## src/hdl/ofsl_pkg.sv

```systemverilog
// shared types and constants for the object file section loader
`timescale 1ns / 1ps

package ofsl_pkg;

  // parser phase within a record
  typedef enum logic [3:0] {
    PH_HDR_HI  = 4'd0,
    PH_HDR_LO  = 4'd1,
    PH_ADR_HI  = 4'd2,
    PH_ADR_LO  = 4'd3,
    PH_CNT_HI  = 4'd4,
    PH_CNT_LO  = 4'd5,
    PH_BODY_HI = 4'd6,
    PH_BODY_LO = 4'd7,
    PH_SKIP    = 4'd8,
    PH_IGNORE  = 4'd9
  } phase_e;

  // kind of record being parsed
  typedef enum logic [2:0] {
    RK_NONE  = 3'd0,
    RK_MEM   = 3'd1,
    RK_SYM   = 3'd2,
    RK_FNAME = 3'd3,
    RK_LINE  = 3'd4
  } rec_kind_e;

  // result kinds
  typedef enum logic [1:0] {
    KIND_WRITE   = 2'd0,
    KIND_DONE_OK = 2'd1,
    KIND_BAD_HDR = 2'd2
  } res_kind_e;

  // record header words
  localparam logic [15:0] HDR_DATA  = 16'hDADA;
  localparam logic [15:0] HDR_CODE  = 16'hCADE;
  localparam logic [15:0] HDR_SYM   = 16'hC3B7;
  localparam logic [15:0] HDR_FNAME = 16'hF17E;
  localparam logic [15:0] HDR_LINE  = 16'h715E;

  // bytes skipped by a line-number record
  localparam logic [15:0] LINE_SKIP_BYTES = 16'd6;

  // result queue depth
  localparam int unsigned RES_DEPTH = 4;

  // parser to result queue push control
  typedef struct packed {
    logic [1:0] push_cnt;
  } push_ctl_t;

endpackage

```

## src/hdl/ofsl_parser.sv

```systemverilog
// input byte register and record state machine, emits up to two results per byte
`timescale 1ns / 1ps

module ofsl_parser #(
  parameter int unsigned ADDRESS_BITS = 16,
  parameter int unsigned RES_W        = 2 + ADDRESS_BITS + 16 + 1
) (
  input  logic               clk_i,
  input  logic               rst_ni,
  input  logic               in_valid_i,
  output logic               in_ready_o,
  input  logic [7:0]         in_byte_i,
  input  logic               end_of_file_i,
  input  logic               room_i,
  output ofsl_pkg::push_ctl_t push_o,
  output logic [RES_W-1:0]   res0_o,
  output logic [RES_W-1:0]   res1_o
);

  // input register
  logic       vld_q;
  logic [7:0] byte_q;
  logic       eof_q;
  logic       proc;

  // record state
  ofsl_pkg::phase_e    phase_q, phase_d;
  ofsl_pkg::rec_kind_e rk_q, rk_d;
  logic [7:0]              hi_q, hi_d;
  logic [ADDRESS_BITS-1:0] addr_q, addr_d;
  logic [ADDRESS_BITS-1:0] idx_q, idx_d;
  logic [15:0]             rem_q, rem_d;
  logic                    failed_q, failed_d;

  logic [15:0]             word;
  logic                    wr;
  logic                    fail_nx;
  logic [ADDRESS_BITS-1:0] wr_addr;
  logic [RES_W-1:0]        wr_res;
  logic [RES_W-1:0]        done_res;
  ofsl_pkg::res_kind_e     done_kind;

  assign proc       = vld_q && room_i;
  assign in_ready_o = !vld_q || proc;

  // input register
  always_ff @(posedge clk_i or negedge rst_ni) begin
    if (!rst_ni) begin
      vld_q <= 1'b0;
    end else if (in_ready_o) begin
      vld_q <= in_valid_i;
    end
  end

  always_ff @(posedge clk_i) begin
    if (in_ready_o && in_valid_i) begin
      byte_q <= in_byte_i;
      eof_q  <= end_of_file_i;
    end
  end

  // state register
  always_ff @(posedge clk_i or negedge rst_ni) begin
    if (!rst_ni) begin
      phase_q  <= ofsl_pkg::PH_HDR_HI;
      rk_q     <= ofsl_pkg::RK_NONE;
      hi_q     <= '0;
      addr_q   <= '0;
      idx_q    <= '0;
      rem_q    <= '0;
      failed_q <= 1'b0;
    end else begin
      phase_q  <= phase_d;
      rk_q     <= rk_d;
      hi_q     <= hi_d;
      addr_q   <= addr_d;
      idx_q    <= idx_d;
      rem_q    <= rem_d;
      failed_q <= failed_d;
    end
  end

  assign word    = {hi_q, byte_q};
  assign wr_addr = addr_q + idx_q;

  // next state and write detection
  always_comb begin
    phase_d  = phase_q;
    rk_d     = rk_q;
    hi_d     = hi_q;
    addr_d   = addr_q;
    idx_d    = idx_q;
    rem_d    = rem_q;
    failed_d = failed_q;
    fail_nx  = failed_q;
    wr       = 1'b0;
    if (proc) begin
      case (phase_q)
        ofsl_pkg::PH_HDR_HI: begin
          hi_d    = byte_q;
          phase_d = ofsl_pkg::PH_HDR_LO;
        end
        ofsl_pkg::PH_ADR_HI: begin
          hi_d    = byte_q;
          phase_d = ofsl_pkg::PH_ADR_LO;
        end
        ofsl_pkg::PH_CNT_HI: begin
          hi_d    = byte_q;
          phase_d = ofsl_pkg::PH_CNT_LO;
        end
        ofsl_pkg::PH_BODY_HI: begin
          hi_d    = byte_q;
          phase_d = ofsl_pkg::PH_BODY_LO;
        end
        ofsl_pkg::PH_HDR_LO: begin
          if (word == ofsl_pkg::HDR_DATA || word == ofsl_pkg::HDR_CODE) begin
            rk_d    = ofsl_pkg::RK_MEM;
            phase_d = ofsl_pkg::PH_ADR_HI;
          end else if (word == ofsl_pkg::HDR_SYM) begin
            rk_d    = ofsl_pkg::RK_SYM;
            phase_d = ofsl_pkg::PH_ADR_HI;
          end else if (word == ofsl_pkg::HDR_FNAME) begin
            rk_d    = ofsl_pkg::RK_FNAME;
            phase_d = ofsl_pkg::PH_CNT_HI;
          end else if (word == ofsl_pkg::HDR_LINE) begin
            rk_d    = ofsl_pkg::RK_LINE;
            rem_d   = ofsl_pkg::LINE_SKIP_BYTES;
            phase_d = ofsl_pkg::PH_SKIP;
          end else begin
            rk_d     = ofsl_pkg::RK_NONE;
            failed_d = 1'b1;
            phase_d  = ofsl_pkg::PH_IGNORE;
          end
        end
        ofsl_pkg::PH_ADR_LO: begin
          addr_d  = word[ADDRESS_BITS-1:0];
          phase_d = ofsl_pkg::PH_CNT_HI;
        end
        ofsl_pkg::PH_CNT_LO: begin
          rem_d = word;
          idx_d = '0;
          if (word == 16'd0) begin
            phase_d = ofsl_pkg::PH_HDR_HI;
          end else if (rk_q == ofsl_pkg::RK_MEM) begin
            phase_d = ofsl_pkg::PH_BODY_HI;
          end else begin
            phase_d = ofsl_pkg::PH_SKIP;
          end
        end
        ofsl_pkg::PH_BODY_LO: begin
          wr      = 1'b1;
          idx_d   = idx_q + 1'b1;
          rem_d   = rem_q - 16'd1;
          phase_d = (rem_d == 16'd0) ? ofsl_pkg::PH_HDR_HI : ofsl_pkg::PH_BODY_HI;
        end
        ofsl_pkg::PH_SKIP: begin
          rem_d = rem_q - 16'd1;
          if (rem_d == 16'd0) begin
            phase_d = ofsl_pkg::PH_HDR_HI;
          end
        end
        ofsl_pkg::PH_IGNORE: begin
          phase_d = ofsl_pkg::PH_IGNORE;
        end
        default: begin
          phase_d = ofsl_pkg::PH_HDR_HI;
        end
      endcase
      // failure as it stands after this byte, a bad header on the final byte included
      fail_nx = failed_d;
      // final byte returns everything to reset
      if (eof_q) begin
        phase_d  = ofsl_pkg::PH_HDR_HI;
        rk_d     = ofsl_pkg::RK_NONE;
        hi_d     = '0;
        addr_d   = '0;
        idx_d    = '0;
        rem_d    = '0;
        failed_d = 1'b0;
      end
    end
  end

  // result packing: kind, address, data, last
  assign done_kind = fail_nx ? ofsl_pkg::KIND_BAD_HDR : ofsl_pkg::KIND_DONE_OK;
  assign wr_res   = {ofsl_pkg::KIND_WRITE, wr_addr, word, !eof_q};
  assign done_res = {done_kind, {ADDRESS_BITS{1'b0}}, 16'd0, 1'b1};

  always_comb begin
    res0_o          = wr ? wr_res : done_res;
    res1_o          = done_res;
    push_o.push_cnt = 2'd0;
    if (proc) begin
      push_o.push_cnt = {1'b0, wr} + {1'b0, eof_q};
    end
  end

  // two results only come from the final byte
  a_two_only_eof: assert property (@(posedge clk_i) disable iff (!rst_ni)
    push_o.push_cnt == 2'd2 |-> eof_q)
    else $error("two results pushed for a non-final byte");

  // final byte leaves the parser at a fresh file
  a_eof_resets: assert property (@(posedge clk_i) disable iff (!rst_ni)
    proc && eof_q |=> phase_q == ofsl_pkg::PH_HDR_HI && !failed_q)
    else $error("state not cleared after final byte");

  // ignoring bytes only after a bad header
  a_ignore_failed: assert property (@(posedge clk_i) disable iff (!rst_ni)
    phase_q == ofsl_pkg::PH_IGNORE |-> failed_q)
    else $error("ignore phase without failure flag");

  // a stalled byte holds the parser state
  a_hold_stall: assert property (@(posedge clk_i) disable iff (!rst_ni)
    vld_q && !room_i |=> $stable(phase_q) && $stable(rem_q))
    else $error("state moved while byte was stalled");

endmodule

```

## src/hdl/ofsl_result_fifo.sv

```systemverilog
// small result queue, up to two pushes and one pop per cycle
`timescale 1ns / 1ps

module ofsl_result_fifo #(
  parameter int unsigned WIDTH = 35,
  parameter int unsigned DEPTH = 4
) (
  input  logic                clk_i,
  input  logic                rst_ni,
  input  ofsl_pkg::push_ctl_t push_i,
  input  logic [WIDTH-1:0]    din0_i,
  input  logic [WIDTH-1:0]    din1_i,
  output logic                room_o,
  output logic                out_valid_o,
  input  logic                out_ready_i,
  output logic [WIDTH-1:0]    dout_o
);

  localparam int unsigned PTR_W = $clog2(DEPTH);
  localparam int unsigned CNT_W = $clog2(DEPTH + 1);

  logic [WIDTH-1:0] mem_q [DEPTH];
  logic [PTR_W-1:0] wptr_q, wptr_d, rptr_q, rptr_d, wnext;
  logic [CNT_W-1:0] cnt_q, cnt_d;
  logic             pop;

  function automatic logic [PTR_W-1:0] ptr_inc(input logic [PTR_W-1:0] p);
    ptr_inc = (p == PTR_W'(DEPTH - 1)) ? '0 : p + 1'b1;
  endfunction

  assign wnext       = ptr_inc(wptr_q);
  assign pop         = out_valid_o && out_ready_i;
  assign out_valid_o = cnt_q != '0;
  assign dout_o      = mem_q[rptr_q];
  assign room_o      = cnt_q <= CNT_W'(DEPTH - 2);

  // pointer and count update
  always_comb begin
    wptr_d = wptr_q;
    case (push_i.push_cnt)
      2'd1:    wptr_d = wnext;
      2'd2:    wptr_d = ptr_inc(wnext);
      default: wptr_d = wptr_q;
    endcase
    rptr_d = pop ? ptr_inc(rptr_q) : rptr_q;
    cnt_d  = cnt_q + CNT_W'(push_i.push_cnt) - CNT_W'(pop);
  end

  always_ff @(posedge clk_i or negedge rst_ni) begin
    if (!rst_ni) begin
      wptr_q <= '0;
      rptr_q <= '0;
      cnt_q  <= '0;
    end else begin
      wptr_q <= wptr_d;
      rptr_q <= rptr_d;
      cnt_q  <= cnt_d;
    end
  end

  // entry storage
  always_ff @(posedge clk_i) begin
    if (push_i.push_cnt != 2'd0) begin
      mem_q[wptr_q] <= din0_i;
    end
    if (push_i.push_cnt == 2'd2) begin
      mem_q[wnext] <= din1_i;
    end
  end

  // never overfilled
  a_no_overflow: assert property (@(posedge clk_i) disable iff (!rst_ni)
    cnt_q <= CNT_W'(DEPTH))
    else $error("result queue overflow");

endmodule

```

## src/hdl/object_file_section_loader_top.sv

```systemverilog
// top level of the object file section loader
`timescale 1ns / 1ps

// Object file section loader: takes one object-file byte per transaction and
// emits memory-write and load-done results. A byte is accepted every cycle while
// the four-entry result queue has two free slots; the result of a byte passes
// through the input register, then the queue entry, before it is offered.
// Only the final byte of a file can yield two results (a last body write and
// the done result), which the queue absorbs without slowing the stream when the
// output side takes one result per cycle.

module object_file_section_loader_top #(
  parameter int unsigned ADDRESS_BITS = 16
) (
  input  logic                    clk_i,
  input  logic                    rst_ni,
  input  logic                    in_valid_i,
  output logic                    in_ready_o,
  input  logic [7:0]              in_byte_i,
  input  logic                    end_of_file_i,
  output logic                    out_valid_o,
  input  logic                    out_ready_i,
  output logic [1:0]              kind_o,
  output logic [ADDRESS_BITS-1:0] write_address_o,
  output logic [15:0]             write_data_o,
  output logic                    last_of_run_o
);

  localparam int unsigned RES_W = 2 + ADDRESS_BITS + 16 + 1;

  ofsl_pkg::push_ctl_t push;
  logic [RES_W-1:0]    res0, res1, dout;
  logic                room;

  // byte parser
  ofsl_parser #(
    .ADDRESS_BITS(ADDRESS_BITS),
    .RES_W       (RES_W)
  ) u_parser (
    .clk_i        (clk_i),
    .rst_ni       (rst_ni),
    .in_valid_i   (in_valid_i),
    .in_ready_o   (in_ready_o),
    .in_byte_i    (in_byte_i),
    .end_of_file_i(end_of_file_i),
    .room_i       (room),
    .push_o       (push),
    .res0_o       (res0),
    .res1_o       (res1)
  );

  // result queue
  ofsl_result_fifo #(
    .WIDTH(RES_W),
    .DEPTH(ofsl_pkg::RES_DEPTH)
  ) u_fifo (
    .clk_i      (clk_i),
    .rst_ni     (rst_ni),
    .push_i     (push),
    .din0_i     (res0),
    .din1_i     (res1),
    .room_o     (room),
    .out_valid_o(out_valid_o),
    .out_ready_i(out_ready_i),
    .dout_o     (dout)
  );

  // unpack result fields
  assign kind_o          = dout[RES_W-1 -: 2];
  assign write_address_o = dout[17 +: ADDRESS_BITS];
  assign write_data_o    = dout[16:1];
  assign last_of_run_o   = dout[0];

endmodule

```

## config.mk

```make
export PLATFORM = sky130hd
export DESIGN_NAME = object_file_section_loader_top
export DESIGN_NICKNAME = d
export VERILOG_FILES = /design/src/hdl/ofsl_pkg.sv /design/src/hdl/ofsl_parser.sv /design/src/hdl/ofsl_result_fifo.sv /design/src/hdl/object_file_section_loader_top.sv
export SDC_FILE = /design/constraint.sdc
export NUM_CORES = 1
export LEC_CHECK = 0
export BUFFER_PORTS_ARGS = -buffer_cell sky130_fd_sc_hd__buf_2
export CORE_MARGIN = 2
export CORE_UTILIZATION = 62
export DETAILED_ROUTE_END_ITERATION = 12
export PLACE_DENSITY = 0.83
export SYNTH_ARGS = -nofsm -noshare
export SYNTH_HDL_FRONTEND = slang
export SYNTH_SLANG_ARGS = --single-unit
```

## constraint.sdc

```tcl
create_clock -name clk_i -period 3.9 [get_ports clk_i]
set_input_delay 0.78 -clock clk_i [delete_from_list [all_inputs] [get_ports clk_i]]
set_output_delay 0.78 -clock clk_i [all_outputs]
set_load 0.03 [all_outputs]
```

==> results of run 1 <==
worst max path at each step:
| stage | start | end | slack (ps) | cells past startpoint |
|---|---|---|---|---|
| detailed placement | u_parser.phase_q[3]$_DFFE_PN0P_ | u_fifo.mem_q[1][5]$_SDFFE_PP0P_ | 710 | 12 |
| global route | u_parser.phase_q[3]$_DFFE_PN0P_ | u_fifo.mem_q[1][3]$_SDFFE_PP0P_ | 450 | 12 |
| global placement | u_parser.phase_q[3]$_DFFE_PN0P_ | u_fifo.mem_q[1][3]$_SDFFE_PP0P_ | 810 | 12 |
| CTS | u_parser.phase_q[3]$_DFFE_PN0P_ | u_fifo.mem_q[0][22]$_SDFFE_PP0P_ | 690 | 13 |
| finish | u_parser.phase_q[3]$_DFFE_PN0P_ | u_fifo.mem_q[0][22]$_SDFFE_PP0P_ | 640 | 13 |
| floorplan | u_parser.phase_q[0]$_DFFE_PN0P_ | u_fifo.mem_q[3][33]$_DFFE_PP_ | 740 | 16 |
critical path, cell delays in order, from the launching register on:
cell and delay, ps:
dfrtp_1 530, and2b_1 250, and2_2 240, nand3_2 100, inv_1 110, ha_1 280, nand2_1 120, inv_1 50
ha_1 280, and2_1 170, buf_4 160, nor2_2 290, buf_4 390, a22o_1 230
kinds of logic (layout without fill, tap and decap cells):
| logic type | count (synthesis) | count (layout) |
|---|---|---|
| muxes | 51 | 51 |
| DFF | 221 | 221 |
| xor gates and xnor gates | 16 | 16 |
| buffers and inverters | 95 | 129 |
| adders and majority gates | 34 | 34 |
| and+or+nand+nor | 286 | 286 |
| AOI/OAI and AO/OA | 325 | 325 |
per-layer routing:
metal	track usage	part of all wire	up-vias
li1	-	-	3890
met1	0.397	0.42	4168
met4	0.0920	0.023	0
met5	0	0	-
met3	0.0460	0.071	66
met2	0.481	0.49	398
flip-flops by register name (all words and copies together), names as in the netlist, 4 cells and up:
| signal | cells |
|---|---|
| u_parser.addr_q | 16 |
| u_parser.hi_q | 8 |
| u_parser.phase_q | 4 |
| u_fifo.mem_q | 140 |
| u_parser.rem_q | 16 |
| u_parser.idx_q | 16 |
| u_parser.byte_q | 8 |
final cells by class:
| type | count | area [µm²] | area share |
|---|---|---|---|
| clock buffers | 32 | 682 | 0.0575 |
| clock inverters | 10 | 96.3 | 0.00812 |
| inverters | 19 | 71.3 | 0.00601 |
| multi-input cells | 712 | 5370 | 0.453 |
| flip-flops and latches | 221 | 4960 | 0.418 |
| well taps | 225 | 282 | 0.0237 |
| repair buffers | 68 | 403 | 0.0340 |
placed cells by master (no fill, tap or decap), types with 9 or more instances in the layout:
cell type  instances
a21o_1            12
a21oi_1           44
a22o_1           117
and2_1             9
buf_2             48
buf_4             19
clkbuf_16         25
dfrtp_1           71
dfxtp_1          132
edfxtp_1          17
ha_1              32
inv_1             19
mux2i_1           15
mux4_2            35
nand2_1           97
nand2b_1          15
nand3_1           17
nor2_1            59
nor3_1            15
o21ai_0           77
o31ai_1           10
xor2_1             9
metrics by stage:
stage	utilization	instance area [µm²]
floorplan	-	10700
global placement	0.647	11100
detailed placement	0.647	11100
CTS	0.693	11900
global route	0.693	11900
finish	0.693	11900
power by group:
group / internal [mW] / total, mW / switching [mW]
combinational: 0.784 / 2.02 / 1.23
clock: 1.30 / 2.23 / 0.929
sequential: 2.52 / 2.96 / 0.441
==> results.md, run 1 <==
* Row count at 48
* Setup ws final at 637 ps
* WS Path Type: reg -> reg
* Final setup vio count at 0
* Filler cell count at 1,212
* Largest net degree at the start of global routing at 73
* Starting density of the core at 0.628
* Critical path required time at 4360 ps
* Worst r2r src: u_parser.phase_q[3]$_DFFE_PN0P_
* Slew HR at 0.375
* Seq cells post-synth at 221
* Crit share post-route at 0.837
* Simple-gate area share of the yosys netlist at 0.137
* R2R setup slack at 640 ps
* # clock sinks at 221
* Grt ovf at 0
* CP arrival at 3730 ps
* Synth Area in XOR/XNOR at 0.0130
* Sequential area share after synthesis at 0.461
* Clock Path Buffers at 3
* First-pass GRT wire length at 42.8 mm
* DP Wirelength at 17.5 mm
* Worst R2R End: u_fifo.mem_q[0][22]$_SDFFE_PP0P_
* Final hold slack at 384 ps
* Post-DRT Antenna Nets at 0
* Dpl ws at 711 ps
* Synth top area share at 0.246
* Initial DRC count at 789
* Die area at 0.0184 mm²
* Setup_tns at 0 ps
* GPL Wtd Cong at 0.902
* Port bufs at 49
* H-tree levels at 1
* Top Ports at 50
* Layout cell share with drive strength beyond 1 at 0.164
* Synth area leaders: dfxtp_1 25%, dfrtp_1 17%, a22o_1 9.5%, mux4_2 7.3%, edfxtp_1 4.8%
* Maxcap violations at 0
* RSZ-0062 raised after global routing: false
* Number of synthesized flops with an enable pin at 17
* Synth Area in Adders at 0.0410
* Worst min path class: in -> async
* Vias in the first global route at 8,267
* Post-synth ARST share at 0.326
* Commonest cells in the netlist: 132 x dfxtp_1, 117 x a22o_1, 97 x nand2_1, 77 x o21ai_0, 72 x dfrtp_1
* WL/cell at 20.9 µm
* CORE AREA at 0.0171 mm²
* Max-slew violation count at 0
* Die width at 136 µm
* Crit path max fanout at 24
* Leading cell type by number of instances after synthesis: dfxtp_1
* Synth Cell Area at 0.0107 mm²
* N_diodes at 0
* Hold Vio Cnt, Final at 0
* Inst Count DP at 1,245
* Post_cts resized at 0
* Drt drc at 0
* Mapped Cells at 1,028
* Tot Pwr at 7.21 mW
* Synth warn at 0
* Compound-gate portion of the synthesized area at 0.218
* Netlist cell types at 81
* Slew @ Worst Pin at 937 ps
* Post-CTS Setup Inserts at 0
* Clk Latency, worst-skew pair at 530 ps
* Clock-pin slew on the worst setup and hold paths at 60 ps
* Mean Syn Cell Area at 10.5 µm²
* P per Cell Area at 608 mW/mm²
* Clock Tree Root: clkbuf_16
* FF-to-FF path depth at 13
* Critical path endpoint category: flop
* Prevailing post-synth register cell: dfxtp_1
* Routed vias at 8,522
* Status: finished clean
* Setup crit start kind: flop
* CTS tree: yes
* Final wirelength at 26.9 mm
* Setup Skew at 15.5 ps
* FMAX at 307 MHz
* Yosys top cell by area: dfxtp_1
* Mux cell area share after synthesis at 0.0884
* Drt pass-1 iters at 7
* Min Clock Period, post-route at 3260 ps
* Total track usage at 0.292
* Leak Pwr at 5.08 nW
* Antenna violations before repair at 0
* Layout Cells excl Fill at 1,287
* Peak supply drop at 0.486 mV
* Largest family of logic cells by synthesized area: compound AO/OA/AOI/OAI gates
* Via density at 6.62
* Die height at 136 µm
* Post-CTS Hold Fix Bufs at 0
* Final net count at 1,092
* Area delta synth->final at 10.4%
* Post-Syn Nets at 1,075
* Num CTS Buffers at 23
(Power assumes the default switching activity.)
==> run 2: changes to the inputs <==
- ABC_AREA: not set -> 1
- clock period: 3.9 -> 3.3 ns (I/O delays scaled with it)
==> results.md, run 2 <==
* # clock sinks at 221 (unchanged)
* Clock-pin slew on the worst setup and hold paths at 60 ps (about the same)
* Post-DRT Antenna Nets at 0 (unchanged)
* Grt ovf at 0 (unchanged)
* Starting density of the core at 0.626 (-0.00139)
* Worst r2r src: u_fifo.cnt_q[0]$_DFF_PN0_
* Finished Cell Area at 0.0120 mm² (+1.3%)
* Die height at 135 µm (-0.11%)
* Post-CTS Hold Fix Bufs at 0 (unchanged)
* Worst min path class: in -> async
* Vias in the first global route at 8,952 (+8.3%)
* Maxcap violations at 0 (unchanged)
* Psw at 4.52 mW (+74%)
* Post-layout util at 0.702 (+0.00906)
* RSZ-0062 raised after global routing: false
* Clock Tree Root: clkbuf_16
* Antenna violations before repair at 0 (unchanged)
* Setup_tns at 0 ps (unchanged)
* CP max stage delay at 410 ps (-120 ps)
* Die width at 135 µm (-0.11%)
* Clock Path Buffers at 3 (unchanged)
* WS Path Type: reg -> out
* H-tree levels at 1 (unchanged)
* Post_cts resized at 0 (unchanged)
* FMAX at 360 MHz
* Row count at 48 (unchanged)
* Initial DRC count at 839 (+6.3%)
* Synth top area share at 0.247 (+0.000546)
* Synth Cell Area at 0.0107 mm² (-0.22%)
* Commonest cells in the netlist: 325 x nand2_1, 214 x o21ai_0, 167 x nor2_1, 132 x dfxtp_1, 104 x inv_1
* Combinational power share at 0.422 (+0.142)
* First-pass GRT wire length at 43.9 mm (+2.4%)
* Hold Vio Cnt, Final at 0 (unchanged)
* Via density at 5.78 (-13%)
* Crit path max fanout at 23 (-4.2%)
* Critical path's top delay family: buffers and inverters
* Setup Skew at 19.5 ps (+4.07 ps)
* Total track usage at 0.296 (+0.00489)
* Cell Chain, Critical Path: inv_1 -> buf_12 -> o21ai_0 -> o22ai_1 -> buf_2
* CP arrival at 2120 ps (-1610 ps)
* Die area at 0.0184 mm² (-0.21%)
* Top Ports at 50 (unchanged)
* WL/cell at 16.0 µm (-23%)
* Drt pass-1 iters at 5 (-2)
* Critical path's slowest cell: inv_1
* Internal cell power at 5.94 mW (+29%)
* CTS tree: yes
* Slew HR at 0.391 (+0.0157)
* Post-Syn Nets at 1,466 (+36%)
* Largest register by flop count: u_fifo.mem_q
* Most frequent cells in the layout: 325 x nand2_1, 214 x o21ai_0, 163 x nor2_1
* Min Clock Period, post-route at 2780 ps
* Flop pwr share at 0.319 (-0.092)
* Mean Syn Cell Area at 7.55 µm² (-28%)
* Slew @ Worst Pin at 914 ps (-23.5 ps)
* Layout cell share with drive strength beyond 1 at 0.108 (-0.0559)
* Leading cell type by number of instances after synthesis: nand2_1
* Routed vias at 9,816 (+15%)
* Status: finished clean
* Seq cells post-synth at 221 (unchanged)
* Final wirelength at 27.2 mm (+1.1%)
* GPL Wtd Cong at 0.923 (+2.3%)
* Netlist cell types at 51 (-37%)
* Yosys top cell by area: dfxtp_1
* Mapped Cells at 1,419 (+38%)
* Critical Path Start: u_fifo.rptr_q[1]$_DFFE_PN0P_
* Post-CTS Setup Inserts at 0 (unchanged)
* Post-synth ARST share at 0.326 (unchanged)
* Worst R2R End: u_fifo.mem_q[3][34]$_DFFE_PP_
* Synth area leaders: dfxtp_1 25%, dfrtp_1 17%, nand2_1 11%, o21ai_0 10%, nor2_1 5.8%
* Setup crit start kind: flop
* Filler cell count at 1,392 (+15%)
* Port bufs at 49 (unchanged)
* Final net count at 1,502 (+38%)
* Drt drc at 0 (unchanged)
* Number of synthesized flops with an enable pin at 17 (unchanged)
* Max FFs per register at 140 (unchanged)
* Leak Pwr at 5.19 nW (+2.2%)
* Area delta synth->final at 12.1%
* Final setup vio count at 0 (unchanged)
* Sequential area share after synthesis at 0.462 (+0.00102)
* Commonest non-fill, non-tap cell in the layout: nand2_1
* Clock power share at 0.259 (-0.050)
* Largest net degree at the start of global routing at 73 (unchanged)
* FF-to-FF path depth at 15 (+2)
* Peak supply drop at 0.805 mV (+66%)
* Max-slew violation count at 0 (unchanged)
* Clk Latency, worst-skew pair at 520 ps (about the same)
* Critical path endpoint category: output port
* CP bufs+invs at 3 (-1)
* Synth warn at 0 (unchanged)
* Switching part of the total at 0.432 (+0.0712)
* N_diodes at 0 (unchanged)
* Critical path required time at 2640 ps (-1720 ps)
* DP Wirelength at 18.4 mm (+5.3%)
* Crit share post-route at 0.842
* P per Cell Area at 870 mW/mm² (+43%)
* Num CTS Buffers at 24 (+4.3%)
* CORE AREA at 0.0171 mm² (unchanged)
* Placed Instance Area at 0.0112 mm² (+1.2%)
* R2R setup slack at 670 ps (+30 ps)
* Prevailing post-synth register cell: dfxtp_1
## run 2: kinds of logic after synthesis
| family | share of synthesized area |
|---|---|
| xor gates and xnor gates | 0.00981 |
| AOI/OAI and AO/OA | 0.196 |
| muxes | 0.00210 |
| and+or+nand+nor | 0.222 |
| adders and majority gates | 0.0411 |
| DFF | 0.462 |
| buffers and inverters | 0.0663 |
## run 2: cell type report
| class | instances | area, µm² | area share |
|---|---|---|---|
| multi-input cells | 1017 | 5060 | 0.422 |
| inverters | 120 | 455 | 0.0379 |
| flip-flops and latches | 221 | 4960 | 0.413 |
| clock inverters | 14 | 173 | 0.0144 |
| well taps | 225 | 282 | 0.0234 |
| clock buffers | 30 | 633 | 0.0527 |
| repair buffers | 71 | 450 | 0.0375 |
## run 2: power by group through the flow
stage | clock network, mW | registers [mW] | logic [mW]
after floorplan | 0 | 3.26 | 3.25
after global placement | 0 | 3.36 | 4.27
after detailed placement | 0 | 3.37 | 4.34
after CTS | 2.75 | 3.32 | 4.37
after global routing | 2.87 | 3.36 | 4.86
final | 2.71 | 3.33 | 4.41
## run 2: worst max-delay path by stage
stage | endpoint | depth (start not counted)
floorplan | u_fifo.cnt_q[2]$_DFF_PN0_ | 15
global placement | u_fifo.cnt_q[2]$_DFF_PN0_ | 9
detailed placement | u_fifo.cnt_q[2]$_DFF_PN0_ | 9
CTS | kind_o[0] | 5
global route | last_of_run_o | 5
finish | kind_o[0] | 5
## run 2: routing by layer
metal  vias to the layer above  share of wire  global-route usage
li1                       4786              -                   -
met1                      4585           0.44               0.419
met2                       389           0.47               0.475
met3                        56          0.076              0.0445
met4                         0          0.024              0.0885
met5                         -              0                   0
## run 2: stage by stage
stage / total power, mW / cells / worst slack, ps / hold WS, ps
after floorplan: 6.51 / 1419 / 634 / 364
after global placement: 7.63 / 1654 / 720 / 432
after detailed placement: 7.71 / 1654 / 701 / 440
after CTS: 10.4 / 1698 / 551 / 302
after global routing: 11.1 / 1698 / 457 / 299
final: 10.5 / 1698 / 523 / 275
==> run 3: changes to the inputs <==
- clock period: 3.3 -> 2.89 ns (I/O delays scaled with it)
==> results.md, run 3 (synthesis gave the netlist of run 2 again) <==
* Status: finished clean
* Routed vias at 9,908 (+0.94%)
* Starting density of the core at 0.626 (unchanged)
* Largest net degree at the start of global routing at 57 (-22%)
* N_diodes at 0 (unchanged)
* FMAX at 372 MHz
* Final hold slack at 106 ps (-170 ps)
* Max-slew violation count at 0 (unchanged)
* CP max stage delay at 560 ps (+150 ps)
* Worst min path class: in -> async
* Leak Pwr at 5.26 nW (+1.4%)
* Max FFs per register at 140 (unchanged)
* Flop pwr share at 0.321 (+0.002)
* RSZ-0062 raised after global routing: false
* Cell Chain, Critical Path: clkinv_1 -> buf_6 -> o21ai_0 -> o22ai_1 -> buf_2
* Via density at 5.81 (+0.46%)
* Num CTS Buffers at 24 (unchanged)
* Worst r2r src: u_parser.phase_q[3]$_DFFE_PN0P_
* Grt ovf at 0 (unchanged)
* Setup crit start kind: flop
* Critical Path Start: u_fifo.rptr_q[0]$_DFFE_PN0P_
* Clock Tree Root: clkbuf_16
* Final net count at 1,510 (+0.53%)
* Slew @ Worst Pin at 691 ps (-223 ps)
* Post-CTS Setup Inserts at 0 (unchanged)
* Setup_tns at 0 ps (unchanged)
* Placed Instance Area at 0.0113 mm² (+0.54%)
* Crit share post-route at 0.931
* R2R setup slack at 250 ps (-420 ps)
* Most frequent cells in the layout: 325 x nand2_1, 214 x o21ai_0, 163 x nor2_1
* Clock Path Buffers at 3 (unchanged)
* WS Path Type: reg -> out
* Clk Latency, worst-skew pair at 520 ps (about the same)
* Initial DRC count at 1,018 (+21%)
* Crit path max fanout at 52 (+130%)
* CORE AREA at 0.0171 mm² (unchanged)
* Slew HR at 0.538 (+0.147)
* Largest register by flop count: u_fifo.mem_q
* Die height at 135 µm (unchanged)
* FF-to-FF path depth at 14 (-1)
* Peak supply drop at 0.840 mV (+4.3%)
* H-tree levels at 1 (unchanged)
* CTS tree: yes
* Commonest non-fill, non-tap cell in the layout: nand2_1
* Critical path required time at 2310 ps (-330 ps)
* Total track usage at 0.303 (+0.00611)
* Post-DRT Antenna Nets at 0 (unchanged)
* Switching part of the total at 0.428 (-0.00430)
* Finished Cell Area at 0.0121 mm² (+0.78%)
* Final wirelength at 27.5 mm (+1.3%)
* CP bufs+invs at 3 (unchanged)
* Clock-pin slew on the worst setup and hold paths at 60 ps (about the same)
* Final setup vio count at 0 (unchanged)
* Tot Pwr at 12.0 mW (+15%)
* Inst Count DP at 1,662 (+0.48%)
* Die area at 0.0184 mm² (unchanged)
* First-pass GRT wire length at 45.1 mm (+2.8%)
* DP Wirelength at 18.7 mm (+1.8%)
* Hold Vio Cnt, Final at 0 (unchanged)
* Maxcap violations at 0 (unchanged)
* Drt pass-1 iters at 9 (+4)
* P per Cell Area at 989 mW/mm² (+14%)
* Layout cell share with drive strength beyond 1 at 0.114 (+0.00617)
* Clock power share at 0.261 (+0.002)
* GPL Wtd Cong at 0.949 (+2.8%)
* Worst R2R End: u_fifo.mem_q[0][32]$_SDFFE_PP0P_
* Critical path's top delay family: buffers and inverters
* CP arrival at 2110 ps (about the same)
* Psw at 5.13 mW (+13%)
* Area delta synth->final at 12.9%
* Antenna violations before repair at 0 (unchanged)
* Row count at 48 (unchanged)
* Vias in the first global route at 9,300 (+3.9%)
* Port bufs at 49 (unchanged)
* Critical path endpoint category: output port
* Top Ports at 50 (unchanged)
* Layout Cells excl Fill at 1,706 (+0.47%)
* Number of cells on the critical path at 5 (unchanged)
* Min Clock Period, post-route at 2690 ps
* Setup Skew at 16.8 ps (-2.74 ps)
* Critical path's slowest cell: dfrtp_2
* Drt drc at 0 (unchanged)
* Combinational power share at 0.418 (-0.004)
* Die width at 135 µm (unchanged)
* WL/cell at 16.1 µm (+0.80%)
* # clock sinks at 221 (unchanged)
* Internal cell power at 6.85 mW (+15%)
* Crit path to: write_address_o[3]
run 3: cell types whose count changed in the layout (fill, tap and decap cells not counted), sizes merged:
cell and change:
clkinv -1, clkbuf +7, inv -1, clkinvlp -2, buf +8, bufinv -3
run 3: worst min-delay path by stage:
stage                                       endpoint                        startpoint  cells past startpoint  slack (ps)
global route          u_parser.rem_q[10]$_DFFE_PN0P_                            rst_ni                      1         160
floorplan                  u_fifo.cnt_q[0]$_DFF_PN0_                            rst_ni                      0         280
finish                u_parser.rem_q[13]$_DFFE_PN0P_                            rst_ni                      1         110
CTS                   u_parser.idx_q[15]$_DFFE_PN0P_                            rst_ni                      1         120
detailed placement  u_fifo.mem_q[2][11]$_SDFFE_PP0P_  u_fifo.mem_q[2][11]$_SDFFE_PP0P_                      2         440
global placement     u_fifo.mem_q[1][8]$_SDFFE_PP0P_   u_fifo.mem_q[1][8]$_SDFFE_PP0P_                      2         430
run 3: what timing repair did:
action                     in CTS  in global routing
resized for setup               0                  1
setup endpoints to repair       0                  6
hold buffers                    0                  0
run 3: per-layer routing:
layer | vias to the layer above | global-route usage | routed length [µm]
met4 | 0 | 0.0972 | 777
met2 | 422 | 0.499 | 12900
met1 | 4595 | 0.413 | 11900
met5 | - | 0 | 0
li1 | 4814 | - | -
met3 | 77 | 0.0456 | 1970
run 3: layout make-up:
cell class / instances / area [µm²]
Multi-Input combinational cell: 1017 / 5060
Fill cell: 1375 / 5010
Sequential cell: 221 / 4960
Clock buffer: 37 / 795
Timing Repair Buffer: 79 / 514
Inverter: 120 / 455
Tap cell: 225 / 282
Clock inverter: 7 / 41.3
run 3: metrics by stage:
stage	utilization	setup WS, ps
6_report	0.707	201
5_1_grt	0.707	17.5
4_1_cts	0.707	109
3_5_place_dp	0.658	297
3_3_place_gp	0.658	382
2_1_floorplan	-	224
run 3: power by group through the flow:
| stage | sequential, mW | combinational (mW) | clock (mW) |
|---|---|---|---|
| after detailed placement | 3.88 | 4.91 | 0 |
| after global placement | 3.87 | 4.84 | 0 |
| after global routing | 3.87 | 5.56 | 3.29 |
| after CTS | 3.82 | 4.96 | 3.16 |
| final | 3.85 | 5.00 | 3.13 |
| after floorplan | 3.72 | 3.71 | 0 |
